### config.mk
export PLATFORM = sky130hd
export DESIGN_NAME = differential_drive_odometry_top
export DESIGN_NICKNAME = d
export VERILOG_FILES = /design/src/design/odo_pkg.sv /design/src/design/odo_mul.sv /design/src/design/odo_div.sv /design/src/design/odo_cordic.sv /design/src/design/differential_drive_odometry_top.sv
export SDC_FILE = /design/constraint.sdc
export NUM_CORES = 2
export LEC_CHECK = 0
export CORE_AREA = 2 2 597 450
export CTS_BUF_LIST = sky130_fd_sc_hd__clkbuf_8
export DETAILED_ROUTE_END_ITERATION = 8
export DIE_AREA = 0 0 599 452
export DONT_BUFFER_PORTS = 1
export PLACE_DENSITY = 0.55
export SYNTH_ARGS = -nofsm -noshare
export SYNTH_HDL_FRONTEND = slang
export SYNTH_SLANG_ARGS = --single-unit
### constraint.sdc
create_clock -name clk -period 12 [get_ports clk]
set_clock_uncertainty 0.2 [all_clocks]
set_input_delay 2.4 -clock clk [delete_from_list [all_inputs] [get_ports clk]]
set_output_delay 2.4 -clock clk [all_outputs]
set_load 0.02 [all_outputs]
### src/design/odo_pkg.sv
// Shared constants, types and tables for the wheel odometry block.
package odo_pkg;

    localparam int CORDIC_STEPS = 24;
    localparam int POLY_TERMS   = 5;

    // Serial multiplier operand and product widths
    localparam int MA_W = 65;
    localparam int MB_W = 34;
    localparam int MP_W = MA_W + MB_W;

    // Serial divider dividend and divisor widths
    localparam int DN_W = MP_W;
    localparam int DD_W = 33;

    // CORDIC datapath width
    localparam int CW = 34;

    localparam logic [63:0]        TURN_PER_RAD = 64'h28BE_60DB_9391_054A;
    localparam logic signed [CW-1:0] CORDIC_GAIN = 34'sd652032875;

    typedef enum logic [2:0] {
        REG_LEFT_OFFSET   = 3'd0,
        REG_RIGHT_OFFSET  = 3'd1,
        REG_START_X       = 3'd2,
        REG_START_Y       = 3'd3,
        REG_START_HEADING = 3'd4
    } reg_idx_t;

    typedef enum logic [4:0] {
        ST_IDLE,
        ST_SETUP,
        ST_HALF_MUL,
        ST_HALF_DIV,
        ST_X_DIV,
        ST_X2_MUL,
        ST_P_MUL,
        ST_P_DIV,
        ST_SC_COR,
        ST_SC_MUL,
        ST_SC_DIV,
        ST_N_MUL_R,
        ST_N_MUL_L,
        ST_N_DIV,
        ST_S_MUL_Q,
        ST_S_MUL_R,
        ST_S_DIV,
        ST_ROT,
        ST_X_MUL,
        ST_Y_MUL,
        ST_DONE
    } st_t;

    function automatic logic [29:0] atan_entry(input logic [4:0] i);
        logic [29:0] v;
        case (i)
            5'd0:    v = 30'd536870912;
            5'd1:    v = 30'd316933406;
            5'd2:    v = 30'd167458907;
            5'd3:    v = 30'd85004756;
            5'd4:    v = 30'd42667331;
            5'd5:    v = 30'd21354465;
            5'd6:    v = 30'd10679838;
            5'd7:    v = 30'd5340245;
            5'd8:    v = 30'd2670163;
            5'd9:    v = 30'd1335087;
            5'd10:   v = 30'd667544;
            5'd11:   v = 30'd333772;
            5'd12:   v = 30'd166886;
            5'd13:   v = 30'd83443;
            5'd14:   v = 30'd41722;
            5'd15:   v = 30'd20861;
            5'd16:   v = 30'd10430;
            5'd17:   v = 30'd5215;
            5'd18:   v = 30'd2608;
            5'd19:   v = 30'd1304;
            5'd20:   v = 30'd652;
            5'd21:   v = 30'd326;
            5'd22:   v = 30'd163;
            5'd23:   v = 30'd81;
            5'd24:   v = 30'd41;
            5'd25:   v = 30'd20;
            5'd26:   v = 30'd10;
            5'd27:   v = 30'd5;
            5'd28:   v = 30'd3;
            5'd29:   v = 30'd1;
            5'd30:   v = 30'd1;
            default: v = 30'd0;
        endcase
        return v;
    endfunction

    // Divisors of the nested sinc series, innermost first
    function automatic logic [6:0] poly_div(input logic [2:0] k);
        logic [6:0] v;
        case (k)
            3'd0:    v = 7'd110;
            3'd1:    v = 7'd72;
            3'd2:    v = 7'd42;
            3'd3:    v = 7'd20;
            default: v = 7'd6;
        endcase
        return v;
    endfunction

endpackage

### src/design/odo_mul.sv
// Bit-serial signed multiplier: one bit of the second operand per cycle.
module odo_mul
    import odo_pkg::*;
(
    input  logic                   clk,
    input  logic                   rst_n,
    input  logic                   start,
    input  logic signed [MA_W-1:0] a,
    input  logic signed [MB_W-1:0] b,
    output logic                   done,
    output logic signed [MP_W-1:0] p
);

    localparam int CNT_W = $clog2(MB_W);

    logic             busy_reg;
    logic             fin_reg;
    logic [CNT_W-1:0] cnt_reg;
    logic             neg_reg;
    logic [MA_W-1:0]  ma_reg;
    logic [MP_W-1:0]  acc_reg;

    logic [MA_W-1:0]  ma_in;
    logic [MB_W-1:0]  mb_in;
    logic [MA_W:0]    sum;
    logic [MP_W-1:0]  acc_next;

    assign ma_in = a[MA_W-1] ? MA_W'(-a) : MA_W'(a);
    assign mb_in = b[MB_W-1] ? MB_W'(-b) : MB_W'(b);
    assign sum   = {1'b0, acc_reg[MP_W-1:MB_W]} + {1'b0, ma_reg};

    always_comb
    begin
        if (acc_reg[0])
        begin
            acc_next = {sum, acc_reg[MB_W-1:1]};
        end
        else
        begin
            acc_next = {1'b0, acc_reg[MP_W-1:1]};
        end
    end

    always_ff @(posedge clk or negedge rst_n)
    begin
        if (!rst_n)
        begin
            busy_reg <= 1'b0;
            fin_reg  <= 1'b0;
            cnt_reg  <= '0;
        end
        else
        begin
            fin_reg <= 1'b0;
            if (start)
            begin
                busy_reg <= 1'b1;
                cnt_reg  <= '0;
            end
            else if (busy_reg)
            begin
                cnt_reg <= cnt_reg + 1'b1;
                if (cnt_reg == CNT_W'(MB_W - 1))
                begin
                    busy_reg <= 1'b0;
                    fin_reg  <= 1'b1;
                end
            end
        end
    end

    always_ff @(posedge clk)
    begin
        if (start)
        begin
            acc_reg <= {{MA_W{1'b0}}, mb_in};
            ma_reg  <= ma_in;
            neg_reg <= a[MA_W-1] ^ b[MB_W-1];
        end
        else if (busy_reg)
        begin
            acc_reg <= acc_next;
        end
    end

    assign done = fin_reg;
    assign p    = neg_reg ? -$signed(acc_reg) : $signed(acc_reg);

endmodule

### src/design/odo_div.sv
// Bit-serial floor divider: signed dividend, positive divisor, one bit per cycle.
module odo_div
    import odo_pkg::*;
(
    input  logic                   clk,
    input  logic                   rst_n,
    input  logic                   start,
    input  logic signed [DN_W-1:0] num,
    input  logic [DD_W-1:0]        den,
    output logic                   done,
    output logic [DN_W-1:0]        quo,
    output logic [DD_W-1:0]        rem
);

    localparam int CNT_W = $clog2(DN_W);

    logic             busy_reg;
    logic             fin_reg;
    logic [CNT_W-1:0] cnt_reg;
    logic             neg_reg;
    logic [DD_W-1:0]  den_reg;
    logic [DN_W-1:0]  qr_reg;
    logic [DD_W-1:0]  rem_reg;

    logic [DD_W:0]    trial;
    logic             fits;
    logic [DD_W-1:0]  rem_next;

    assign trial    = {rem_reg, qr_reg[DN_W-1]};
    assign fits     = trial >= {1'b0, den_reg};
    assign rem_next = fits ? DD_W'(trial - {1'b0, den_reg}) : trial[DD_W-1:0];

    always_ff @(posedge clk or negedge rst_n)
    begin
        if (!rst_n)
        begin
            busy_reg <= 1'b0;
            fin_reg  <= 1'b0;
            cnt_reg  <= '0;
        end
        else
        begin
            fin_reg <= 1'b0;
            if (start)
            begin
                busy_reg <= 1'b1;
                cnt_reg  <= '0;
            end
            else if (busy_reg)
            begin
                cnt_reg <= cnt_reg + 1'b1;
                if (cnt_reg == CNT_W'(DN_W - 1))
                begin
                    busy_reg <= 1'b0;
                    fin_reg  <= 1'b1;
                end
            end
        end
    end

    // A negative dividend is divided in ones' complement and the quotient inverted
    always_ff @(posedge clk)
    begin
        if (start)
        begin
            neg_reg <= num[DN_W-1];
            qr_reg  <= num[DN_W-1] ? ~num : num;
            rem_reg <= '0;
            den_reg <= den;
        end
        else if (busy_reg)
        begin
            qr_reg  <= {qr_reg[DN_W-2:0], fits};
            rem_reg <= rem_next;
        end
    end

    assign done = fin_reg;
    assign quo  = neg_reg ? ~qr_reg : qr_reg;
    assign rem  = neg_reg ? DD_W'(den_reg - 1'b1 - rem_reg) : rem_reg;

endmodule

### src/design/odo_cordic.sv
// Iterative rotation-mode CORDIC giving Q30 cosine and sine of a binary angle.
module odo_cordic
    import odo_pkg::*;
(
    input  logic                 clk,
    input  logic                 rst_n,
    input  logic                 start,
    input  logic [31:0]          angle,
    output logic                 done,
    output logic signed [CW-1:0] cos_out,
    output logic signed [CW-1:0] sin_out
);

    localparam int CNT_W = $clog2(CORDIC_STEPS);

    logic                 busy_reg;
    logic                 fin_reg;
    logic [CNT_W-1:0]     cnt_reg;
    logic [1:0]           quad_reg;
    logic signed [CW-1:0] x_reg;
    logic signed [CW-1:0] y_reg;
    logic signed [CW-1:0] z_reg;

    logic [31:0]          ang_rnd;
    logic [1:0]           quad;
    logic [31:0]          z_red;
    logic signed [CW-1:0] dx;
    logic signed [CW-1:0] dy;
    logic signed [CW-1:0] at;

    assign ang_rnd = angle + 32'h2000_0000;
    assign quad    = ang_rnd[31:30];
    assign z_red   = angle - {quad, 30'd0};
    assign dx      = y_reg >>> cnt_reg;
    assign dy      = x_reg >>> cnt_reg;
    assign at      = $signed({{(CW-30){1'b0}}, atan_entry(5'(cnt_reg))});

    always_ff @(posedge clk or negedge rst_n)
    begin
        if (!rst_n)
        begin
            busy_reg <= 1'b0;
            fin_reg  <= 1'b0;
            cnt_reg  <= '0;
        end
        else
        begin
            fin_reg <= 1'b0;
            if (start)
            begin
                busy_reg <= 1'b1;
                cnt_reg  <= '0;
            end
            else if (busy_reg)
            begin
                cnt_reg <= cnt_reg + 1'b1;
                if (cnt_reg == CNT_W'(CORDIC_STEPS - 1))
                begin
                    busy_reg <= 1'b0;
                    fin_reg  <= 1'b1;
                end
            end
        end
    end

    always_ff @(posedge clk)
    begin
        if (start)
        begin
            quad_reg <= quad;
            x_reg    <= CORDIC_GAIN;
            y_reg    <= '0;
            z_reg    <= $signed({{(CW-32){z_red[31]}}, z_red});
        end
        else if (busy_reg)
        begin
            if (!z_reg[CW-1])
            begin
                x_reg <= x_reg - dx;
                y_reg <= y_reg + dy;
                z_reg <= z_reg - at;
            end
            else
            begin
                x_reg <= x_reg + dx;
                y_reg <= y_reg - dy;
                z_reg <= z_reg + at;
            end
        end
    end

    // Fold the reduced result back into its quadrant
    always_comb
    begin
        case (quad_reg)
            2'd0:
            begin
                cos_out = x_reg;
                sin_out = y_reg;
            end
            2'd1:
            begin
                cos_out = -y_reg;
                sin_out = x_reg;
            end
            2'd2:
            begin
                cos_out = -x_reg;
                sin_out = -y_reg;
            end
            default:
            begin
                cos_out = y_reg;
                sin_out = -x_reg;
            end
        endcase
    end

    assign done = fin_reg;

endmodule

### src/design/differential_drive_odometry_top.sv
// Two-wheel arc odometry: sequencer over shared serial multiplier, divider and CORDIC.
//
// Input items arrive on s_tvalid/s_tready: s_tuser is the action (0 update pose
// from the wheel readings, 1 restart at the start pose), s_tdata carries the
// absolute left and right wheel distances. Each item yields one result item
// on m_tvalid/m_tready holding the pose after that item.
// Offsets and the start pose are written through cfg_valid/cfg_index/cfg_data;
// cfg_ready is always high. Write them only while the block is idle.
// One item is worked on at a time; s_tready is high only when the sequencer
// is idle. A straight move takes one CORDIC pass and two multiplies. An arc
// runs each division in the bit-serial divider and each product in the
// bit-serial multiplier, with nine divisions and thirteen products on the
// small-angle path.
// The result sits in an output register, so the next item is accepted while it
// waits; the sequencer only holds at its last step when that register is full
// and the receiver stalls. Reset clears the pose and previous readings to zero
// and loads both offsets with 2785.
module differential_drive_odometry_top
    import odo_pkg::*;
(
    input  logic        clk,
    input  logic        rst_n,
    input  logic        s_tvalid,
    output logic        s_tready,
    input  logic [63:0] s_tdata,    // left_distance, right_distance
    input  logic [0:0]  s_tuser,    // action
    output logic        m_tvalid,
    input  logic        m_tready,
    output logic [95:0] m_tdata,    // pos_x, pos_y, heading
    input  logic        cfg_valid,
    output logic        cfg_ready,
    input  logic [2:0]  cfg_index,
    input  logic [31:0] cfg_data
);

    st_t state_reg, state_next;
    logic issued_reg;

    logic [15:0] lo_reg, ro_reg;
    logic [31:0] sx_reg, sy_reg, sh_reg;
    logic [31:0] prev_l_reg, prev_r_reg;
    logic [31:0] tx_reg, ty_reg, th_reg;
    logic [2:0]  k_reg;
    logic        mv_reg;
    logic [95:0] out_reg;

    logic [31:0]          dl_reg, dr_reg;
    logic [32:0]          d_reg;
    logic [16:0]          sum_reg;
    logic [63:0]          half_reg;
    logic [31:0]          x_reg;
    logic [30:0]          x2_reg;
    logic [30:0]          t_reg;
    logic [31:0]          sinc_reg;
    logic [49:0]          n_reg;
    logic [32:0]          nq_reg;
    logic [16:0]          nr_reg;
    logic [65:0]          acc_reg;
    logic [33:0]          step_reg;
    logic signed [CW-1:0] c_reg, s_reg;
    logic [MP_W-1:0]      prod_reg;

    logic                   mul_start, mul_done;
    logic signed [MA_W-1:0] mul_a;
    logic signed [MB_W-1:0] mul_b;
    logic signed [MP_W-1:0] mul_p;
    logic                   div_start, div_done;
    logic signed [DN_W-1:0] div_num;
    logic [DD_W-1:0]        div_den;
    logic [DN_W-1:0]        div_quo;
    logic [DD_W-1:0]        div_rem;
    logic                   cor_start, cor_done;
    logic [31:0]            cor_ang;
    logic signed [CW-1:0]   cor_cos, cor_sin;

    logic        accept, out_load;
    logic        mul_op, div_op, cor_op;
    logic [32:0] d_w;
    logic [16:0] sum_w;
    logic [17:0] s2;
    logic [32:0] d_abs;
    logic        d_small;
    logic [49:0] n_sum;
    logic [30:0] t_new;
    logic [65:0] step_sum;
    logic [61:0] pos_sum;
    logic [63:0] dth_sum;

    assign accept    = s_tvalid && s_tready;
    assign out_load  = (state_reg == ST_DONE) && (!mv_reg || m_tready);
    assign cfg_ready = 1'b1;

    assign mul_op = state_reg inside {ST_HALF_MUL, ST_X2_MUL, ST_P_MUL, ST_SC_MUL,
                                      ST_N_MUL_R, ST_N_MUL_L, ST_S_MUL_Q, ST_S_MUL_R,
                                      ST_X_MUL, ST_Y_MUL};
    assign div_op = state_reg inside {ST_HALF_DIV, ST_X_DIV, ST_P_DIV, ST_SC_DIV,
                                      ST_N_DIV, ST_S_DIV};
    assign cor_op = state_reg inside {ST_SC_COR, ST_ROT};

    assign d_w      = {dr_reg[31], dr_reg} - {dl_reg[31], dl_reg};
    assign sum_w    = {1'b0, lo_reg} + {1'b0, ro_reg};
    assign s2       = {sum_reg, 1'b0};
    assign d_abs    = d_reg[32] ? 33'(-d_reg) : d_reg;
    assign d_small  = d_abs <= {15'd0, s2};
    assign n_sum    = n_reg + prod_reg[49:0];
    assign t_new    = 31'h4000_0000 - div_quo[30:0];
    assign step_sum = acc_reg + {{17{div_quo[48]}}, div_quo[48:0]} + 66'h2000_0000;
    assign pos_sum  = mul_p[61:0] + 62'h2000_0000;
    assign dth_sum  = {half_reg[62:0], 1'b0} + 64'h8000_0000;

    odo_mul u_mul (
        .clk   (clk),
        .rst_n (rst_n),
        .start (mul_start),
        .a     (mul_a),
        .b     (mul_b),
        .done  (mul_done),
        .p     (mul_p)
    );

    odo_div u_div (
        .clk   (clk),
        .rst_n (rst_n),
        .start (div_start),
        .num   (div_num),
        .den   (div_den),
        .done  (div_done),
        .quo   (div_quo),
        .rem   (div_rem)
    );

    odo_cordic u_cordic (
        .clk     (clk),
        .rst_n   (rst_n),
        .start   (cor_start),
        .angle   (cor_ang),
        .done    (cor_done),
        .cos_out (cor_cos),
        .sin_out (cor_sin)
    );

    // Next state
    always_comb
    begin
        state_next = state_reg;
        case (state_reg)
            ST_IDLE:
                if (s_tvalid)
                begin
                    state_next = s_tuser[0] ? ST_DONE : ST_SETUP;
                end
            ST_SETUP:
                state_next = (sum_w == 17'd0 || d_w == 33'd0) ? ST_ROT : ST_HALF_MUL;
            ST_HALF_MUL:
                if (mul_done) state_next = ST_HALF_DIV;
            ST_HALF_DIV:
                if (div_done) state_next = d_small ? ST_X_DIV : ST_SC_COR;
            ST_X_DIV:
                if (div_done) state_next = ST_X2_MUL;
            ST_X2_MUL:
                if (mul_done) state_next = ST_P_MUL;
            ST_P_MUL:
                if (mul_done) state_next = ST_P_DIV;
            ST_P_DIV:
                if (div_done)
                begin
                    state_next = (k_reg == 3'(POLY_TERMS - 1)) ? ST_N_MUL_R : ST_P_MUL;
                end
            ST_SC_COR:
                if (cor_done) state_next = ST_SC_MUL;
            ST_SC_MUL:
                if (mul_done) state_next = ST_SC_DIV;
            ST_SC_DIV:
                if (div_done) state_next = ST_N_MUL_R;
            ST_N_MUL_R:
                if (mul_done) state_next = ST_N_MUL_L;
            ST_N_MUL_L:
                if (mul_done) state_next = ST_N_DIV;
            ST_N_DIV:
                if (div_done) state_next = ST_S_MUL_Q;
            ST_S_MUL_Q:
                if (mul_done) state_next = ST_S_MUL_R;
            ST_S_MUL_R:
                if (mul_done) state_next = ST_S_DIV;
            ST_S_DIV:
                if (div_done) state_next = ST_ROT;
            ST_ROT:
                if (cor_done) state_next = ST_X_MUL;
            ST_X_MUL:
                if (mul_done) state_next = ST_Y_MUL;
            ST_Y_MUL:
                if (mul_done) state_next = ST_DONE;
            ST_DONE:
                if (out_load) state_next = ST_IDLE;
            default:
                state_next = ST_IDLE;
        endcase
    end

    // Unit starts and operand selection
    always_comb
    begin
        s_tready  = (state_reg == ST_IDLE);
        mul_start = mul_op && !issued_reg;
        div_start = div_op && !issued_reg;
        cor_start = cor_op && !issued_reg;
        mul_a     = '0;
        mul_b     = '0;
        div_num   = '0;
        div_den   = '0;
        cor_ang   = '0;
        case (state_reg)
            ST_HALF_MUL:
            begin
                mul_a = $signed({1'b0, TURN_PER_RAD});
                mul_b = $signed({d_reg[32], d_reg});
            end
            ST_HALF_DIV:
            begin
                div_num = $signed(prod_reg);
                div_den = {15'd0, s2};
            end
            ST_X_DIV:
            begin
                div_num = $signed({{36{d_reg[32]}}, d_reg, 30'd0});
                div_den = {15'd0, s2};
            end
            ST_X2_MUL:
            begin
                mul_a = $signed({{33{x_reg[31]}}, x_reg});
                mul_b = $signed({{2{x_reg[31]}}, x_reg});
            end
            ST_P_MUL:
            begin
                mul_a = $signed({34'd0, x2_reg});
                mul_b = $signed({3'd0, t_reg});
            end
            ST_P_DIV:
            begin
                div_num = $signed({30'd0, prod_reg[MP_W-1:30]});
                div_den = {26'd0, poly_div(k_reg)};
            end
            ST_SC_COR:
                cor_ang = half_reg[63:32];
            ST_SC_MUL:
            begin
                mul_a = $signed({{(MA_W-CW){s_reg[CW-1]}}, s_reg});
                mul_b = $signed({16'd0, s2});
            end
            ST_SC_DIV:
            begin
                div_num = d_reg[32] ? -$signed(prod_reg) : $signed(prod_reg);
                div_den = d_abs;
            end
            ST_N_MUL_R:
            begin
                mul_a = $signed({{33{dr_reg[31]}}, dr_reg});
                mul_b = $signed({18'd0, lo_reg});
            end
            ST_N_MUL_L:
            begin
                mul_a = $signed({{33{dl_reg[31]}}, dl_reg});
                mul_b = $signed({18'd0, ro_reg});
            end
            ST_N_DIV:
            begin
                div_num = $signed({{49{n_sum[49]}}, n_sum});
                div_den = {16'd0, sum_reg};
            end
            ST_S_MUL_Q:
            begin
                mul_a = $signed({{32{nq_reg[32]}}, nq_reg});
                mul_b = $signed({{2{sinc_reg[31]}}, sinc_reg});
            end
            ST_S_MUL_R:
            begin
                mul_a = $signed({48'd0, nr_reg});
                mul_b = $signed({{2{sinc_reg[31]}}, sinc_reg});
            end
            ST_S_DIV:
            begin
                div_num = $signed(prod_reg);
                div_den = {16'd0, sum_reg};
            end
            ST_ROT:
                cor_ang = th_reg + half_reg[63:32];
            ST_X_MUL:
            begin
                mul_a = $signed({{31{step_reg[33]}}, step_reg});
                mul_b = c_reg;
            end
            ST_Y_MUL:
            begin
                mul_a = $signed({{31{step_reg[33]}}, step_reg});
                mul_b = s_reg;
            end
            default:
            begin
                mul_a = '0;
            end
        endcase
    end

    // Control, configuration and tracked pose
    always_ff @(posedge clk or negedge rst_n)
    begin
        if (!rst_n)
        begin
            state_reg  <= ST_IDLE;
            issued_reg <= 1'b0;
            k_reg      <= '0;
            mv_reg     <= 1'b0;
            lo_reg     <= 16'd2785;
            ro_reg     <= 16'd2785;
            sx_reg     <= '0;
            sy_reg     <= '0;
            sh_reg     <= '0;
            prev_l_reg <= '0;
            prev_r_reg <= '0;
            tx_reg     <= '0;
            ty_reg     <= '0;
            th_reg     <= '0;
        end
        else
        begin
            state_reg <= state_next;
            if (state_next != state_reg)
            begin
                issued_reg <= 1'b0;
            end
            else if (mul_start || div_start || cor_start)
            begin
                issued_reg <= 1'b1;
            end

            if (cfg_valid && cfg_ready)
            begin
                case (cfg_index)
                    REG_LEFT_OFFSET:   lo_reg <= cfg_data[15:0];
                    REG_RIGHT_OFFSET:  ro_reg <= cfg_data[15:0];
                    REG_START_X:       sx_reg <= cfg_data;
                    REG_START_Y:       sy_reg <= cfg_data;
                    REG_START_HEADING: sh_reg <= cfg_data;
                    default:           ;
                endcase
            end

            if (accept)
            begin
                prev_l_reg <= s_tdata[31:0];
                prev_r_reg <= s_tdata[63:32];
                if (s_tuser[0])
                begin
                    tx_reg <= sx_reg;
                    ty_reg <= sy_reg;
                    th_reg <= sh_reg;
                end
            end

            if (state_reg == ST_X2_MUL && mul_done)
            begin
                k_reg <= '0;
            end
            if (state_reg == ST_P_DIV && div_done)
            begin
                k_reg <= k_reg + 1'b1;
            end

            if (state_reg == ST_X_MUL && mul_done)
            begin
                tx_reg <= tx_reg + pos_sum[61:30];
            end
            if (state_reg == ST_Y_MUL && mul_done)
            begin
                ty_reg <= ty_reg + pos_sum[61:30];
                th_reg <= th_reg + dth_sum[63:32];
            end

            if (out_load)
            begin
                mv_reg <= 1'b1;
            end
            else if (m_tready)
            begin
                mv_reg <= 1'b0;
            end
        end
    end

    // Working values of the current item
    always_ff @(posedge clk)
    begin
        if (accept && !s_tuser[0])
        begin
            dl_reg <= s_tdata[31:0] - prev_l_reg;
            dr_reg <= s_tdata[63:32] - prev_r_reg;
        end
        if (state_reg == ST_SETUP)
        begin
            d_reg    <= d_w;
            sum_reg  <= sum_w;
            half_reg <= '0;
            step_reg <= {{2{dr_reg[31]}}, dr_reg};
        end
        if (mul_done)
        begin
            prod_reg <= mul_p;
        end
        case (state_reg)
            ST_HALF_DIV:
                if (div_done) half_reg <= div_quo[63:0];
            ST_X_DIV:
                if (div_done) x_reg <= div_quo[31:0];
            ST_X2_MUL:
                if (mul_done)
                begin
                    x2_reg <= mul_p[60:30];
                    t_reg  <= 31'h4000_0000;
                end
            ST_P_DIV:
                if (div_done)
                begin
                    t_reg    <= t_new;
                    sinc_reg <= {1'b0, t_new};
                end
            ST_SC_COR:
                if (cor_done) s_reg <= cor_sin;
            ST_SC_DIV:
                if (div_done) sinc_reg <= div_quo[31:0];
            ST_N_MUL_R:
                if (mul_done) n_reg <= mul_p[49:0];
            ST_N_DIV:
                if (div_done)
                begin
                    nq_reg <= div_quo[32:0];
                    nr_reg <= div_rem[16:0];
                end
            ST_S_MUL_Q:
                if (mul_done) acc_reg <= mul_p[65:0];
            ST_S_DIV:
                if (div_done) step_reg <= step_sum[63:30];
            ST_ROT:
                if (cor_done)
                begin
                    c_reg <= cor_cos;
                    s_reg <= cor_sin;
                end
            default:
                ;
        endcase
        if (out_load)
        begin
            out_reg <= {th_reg, ty_reg, tx_reg};
        end
    end

    assign m_tvalid = mv_reg;
    assign m_tdata  = out_reg;

endmodule

==> metrics.md <==
| Metric | Value |
|---|---|
| Status | `complete, but fails checks` |
| Failing checks | `DRC, capacitance limit, slew limit` |
| DR WL/cell | `30.3 um` |
| Die Area | `0.271 mm^2` |
| EDFF count, synth | `927` |
| Synthesized cell area | `0.106 mm^2` |
| Vias in the first global route | `87000` |
| Crit Path Category | `register to register` |
| Crit path max-delay family | `compound AO/OA/AOI/OAI gates` |
| Tot Pwr | `0.0406 W` |
| Worst-case clock buffer depth | `4` |
| Mux share of post-synthesis cell area | `5.03%` |
| CP cell instances | `buf_4 -> mux2_2 -> o21ai_0 -> mux2i_1 -> a221oi_1 -> nand4_1 -> nor3_1 -> and2_1 -> nor2_1 -> xor2_1 -> ha_1 -> nand2_1 -> or3_1 -> o21bai_1 -> a211o_1 -> a211o_1 -> a31oi_1 -> nand4_1 -> a31oi_1 -> xor2_1 -> a211oi_1 -> a31o_2` |
| Power density cells | `354 mW/mm^2` |
| Synth Register Bits | `1483` |
| WHS Path Cells | `2` |
| Final Critical Period | `8.16 ns` |
| CP Depth | `22` |
| Post-DP HPWL | `351000 um` |
| Post-synthesis instance total | `11500` |
| Yosys top cell by area | `edfxtp_1` |
| FFs w/ async S/R, synth | `21.7%` |
| Worst slew pin tran | `1.52 ns` |
| Part of the power in registers | `23.9%` |
| Top-count cell post-synth | `nand2_1` |
| CTS buffer count | `272` |
| WP data arrival | `8.81 ns` |
| Cts hold-fix bufs | `0` |
| R2R cell count | `22` |
| Global-route wire length before repair | `646000 um` |
| I/O Buffers | `0` |
| Worst endpoint required time | `12.65 ns` |
| Layout cell share with drive strength beyond 1 | `8.66%` |
| Clk Latency, worst-skew pair | `1.00 ns` |
| Total Routing Usage GR | `32.8%` |
| Seq/Total Area, Yosys | `38.4%` |
| Grt ovf | `0` |
| Drt via density | `6.24` |
| I/O Pins | `204` |
| Fillers | `25800` |
| Crit end category | `register` |
| Synth top area cells | `edfxtp_1 (26%), ha_1 (7.9%), dfrtp_1 (7.3%), xnor2_1 (5.7%), dfxtp_1 (4.4%)` |
| Core area | `0.265 mm^2` |
| PostCTS Resize Cnt | `0` |
| Synth top cells by count | `nand2_1 (1206), edfxtp_1 (927), nor2_1 (874)` |
| 1st-pass router iterations | `9` |
| RSZ-0062 raised after global routing | `no` |
| Routed WL | `459000 um` |
| Primary FF master, synth | `edfxtp_1` |
| Root Driver | `clkbuf_8` |
| Clk network pwr share | `11.9%` |
| Layout area overhead | `8.61%` |
| Compound-Gate Fraction of Synth Area | `19.6%` |
| Routed vias | `94400` |
| Synth Area in XOR/XNOR | `9.07%` |
| Crit-path max FO | `51` |
| Simple-gate area share of the yosys netlist | `15.8%` |
| Row Count | `164` |
| Die Y | `452 um` |
| Sw frac | `50.9%` |
| NumNets Final | `12100` |
| Gate power share | `64.2%` |
| Hold WC Path Type | `register to register` |
| CTS H-tree depth | `5` |
| Setup Buffers After CTS | `0` |
| Die W | `599 um` |
| Internal power | `0.0199 W` |
| Clock Pin Slew Worst Setup and Hold Paths | `0.06 ns` |
| WP buf/inv | `1` |
| Combinational family with the most area after synthesis | `compound AO/OA/AOI/OAI gates` |
| Leak | `45.4 nW` |
| Setup TNS | `0 ns` |
| CP Launch Type | `register` |
| CTS tree | `done` |
| Final Cycle Share | `68.0%` |
| Clock sink total | `1483` |
| Maxcap violations | `1` |
| Final GP Congestion | `1.03` |
| Fin Hold WS | `0.278 ns` |
| Final-report setup violation count | `0` |
| Synth Area in Adders | `8.21%` |
| Top cell type's share of synthesized area | `26.4%` |
| Max Freq | `123 MHz` |
| Slew Limit Fails | `9` |
| # DRC | `22` |
| Maximum VDD drop | `0.000299 V` |
| Total number of yosys warnings | `0` |
| Antenna Violating Nets Remaining | `0` |
| Rel. slew slack | `-1.64%` |
| DR iter-0 viols | `13200` |
| Largest net degree at the start of global routing | `323` |
| Initial Utilization | `39.8%` |
| Worst path slowest cell | `buf_4` |
| Final Hold Vio Count | `0` |
| Cell variety after synth | `103` |
| Slowest stage delay, CP | `0.82 ns` |
| Synthesized area per cell | `9.20 um^2` |
| Initial antenna violation count | `71` |
| Sw power | `0.0207 W` |
==> cell families (layout without fill, tap and decap cells) <==
logic type,count (synthesis),after routing
AND/OR/NAND/NOR,3524,3524
AO/OA/AOI/OAI,3231,3231
flip-flops,1483,1483
XOR/XNOR,1093,1093
buffers and inverters,1049,1081
adder cells (fa/ha/maj),684,684
multiplexers,404,404
other,2,52
==> worst reg2reg max path: stages (launching register included) <==
cell,delay [ns]
dfrtp_4,0.81
buf_4,0.85
mux2_2,0.48
o21ai_0,0.51
mux2i_1,0.29
a221oi_1,0.67
nand4_1,0.37
nor3_1,0.53
and2_1,0.22
nor2_1,0.05
xor2_1,0.17
ha_1,0.39
nand2_1,0.08
or3_1,0.35
o21bai_1,0.24
a211o_1,0.36
a211o_1,0.32
a31oi_1,0.20
nand4_1,0.15
a31oi_1,0.23
xor2_1,0.22
a211oi_1,0.10
a31o_2,0.24
==> final cells by class <==
class,count,area [um^2],share of cell area (%)
Antenna cell,40,100,0.0873
Inverter,408,1540,1.34
Multi-Input combinational cell,8948,61400,53.6
Tap cell,3569,4470,3.89
Clock inverter,186,981,0.855
Sequential cell,1483,40600,35.4
Clock buffer,299,4120,3.59
Timing Repair Buffer,188,1420,1.24
==> layout by cell type (no fill, tap or decap), types with 104 or more instances in the layout <==
cell type / synthesis / routed
buf_4: 8 / 187
xnor2_1: 693 / 689
clkbuf_8: 0 / 299
inv_1: 399 / 498
a21oi_1: 831 / 830
o31ai_1: 109 / 109
or3_1: 110 / 110
nand3_1: 214 / 211
a211oi_1: 126 / 126
xor2_1: 400 / 393
nand4_1: 105 / 105
o21ai_0: 786 / 786
mux2_2: 164 / 164
a31oi_1: 192 / 192
edfxtp_1: 927 / 927
dfxtp_1: 234 / 234
o21a_1: 105 / 104
nor2_1: 874 / 868
and3_1: 164 / 162
ha_1: 669 / 669
dfrtp_1: 310 / 300
mux2i_1: 155 / 155
a21o_1: 229 / 227
nor3_1: 217 / 213
nand2_1: 1206 / 1202
a22oi_1: 133 / 133
nor2b_1: 130 / 128
==> worst paths after layout <==
kind | slack [ns] | from | end
min reg2reg | 0.28 | u_div.rem_reg[32] | u_div.rem_reg[32]
max in group asynchronous | 9.50 | rst_n | u_cordic.busy_reg
min | 0.28 | u_div.rem_reg[32] | u_div.rem_reg[32]
max reg2reg | 3.84 | u_cordic.cnt_reg[0] | u_cordic.y_reg[33]
min in group asynchronous | 0.95 | rst_n | sx_reg[15]
max | 3.84 | u_cordic.cnt_reg[0] | u_cordic.y_reg[33]
==> layer usage <==
metal	vias to the layer above	track usage (%)	wire [um]
li1	42000	-	-
met1	46500	46.7	201000
met2	4999	46.0	185000
met3	873	10.2	52300
met4	26	12.9	20400
met5	-	0.0527	180
==> stage by stage <==
step | setup WS, ns | cells | instance area [um^2] | utilization [%]
2_1_floorplan | 4.46 | 11500 | 106000 | -
5_1_grt | 3.24 | 15100 | 115000 | 43.2
3_3_place_gp | 4.24 | 14600 | 109000 | 41.3
4_1_cts | 4.06 | 15100 | 115000 | 43.2
6_report | 3.84 | 15100 | 115000 | 43.3
3_5_place_dp | 4.09 | 14600 | 109000 | 41.3
==> power groups by stage <==
stage / logic (W) / registers (W) / clock network (W)
after detailed placement: 0.0254 / 0.00970 / 0
after floorplan: 0.0185 / 0.00836 / 0
after global placement: 0.0251 / 0.00967 / 0
final: 0.0261 / 0.00970 / 0.00484
after global routing: 0.0284 / 0.00976 / 0.00513
after CTS: 0.0256 / 0.00961 / 0.00493
Note: power is estimated with default switching activity, not from simulation.
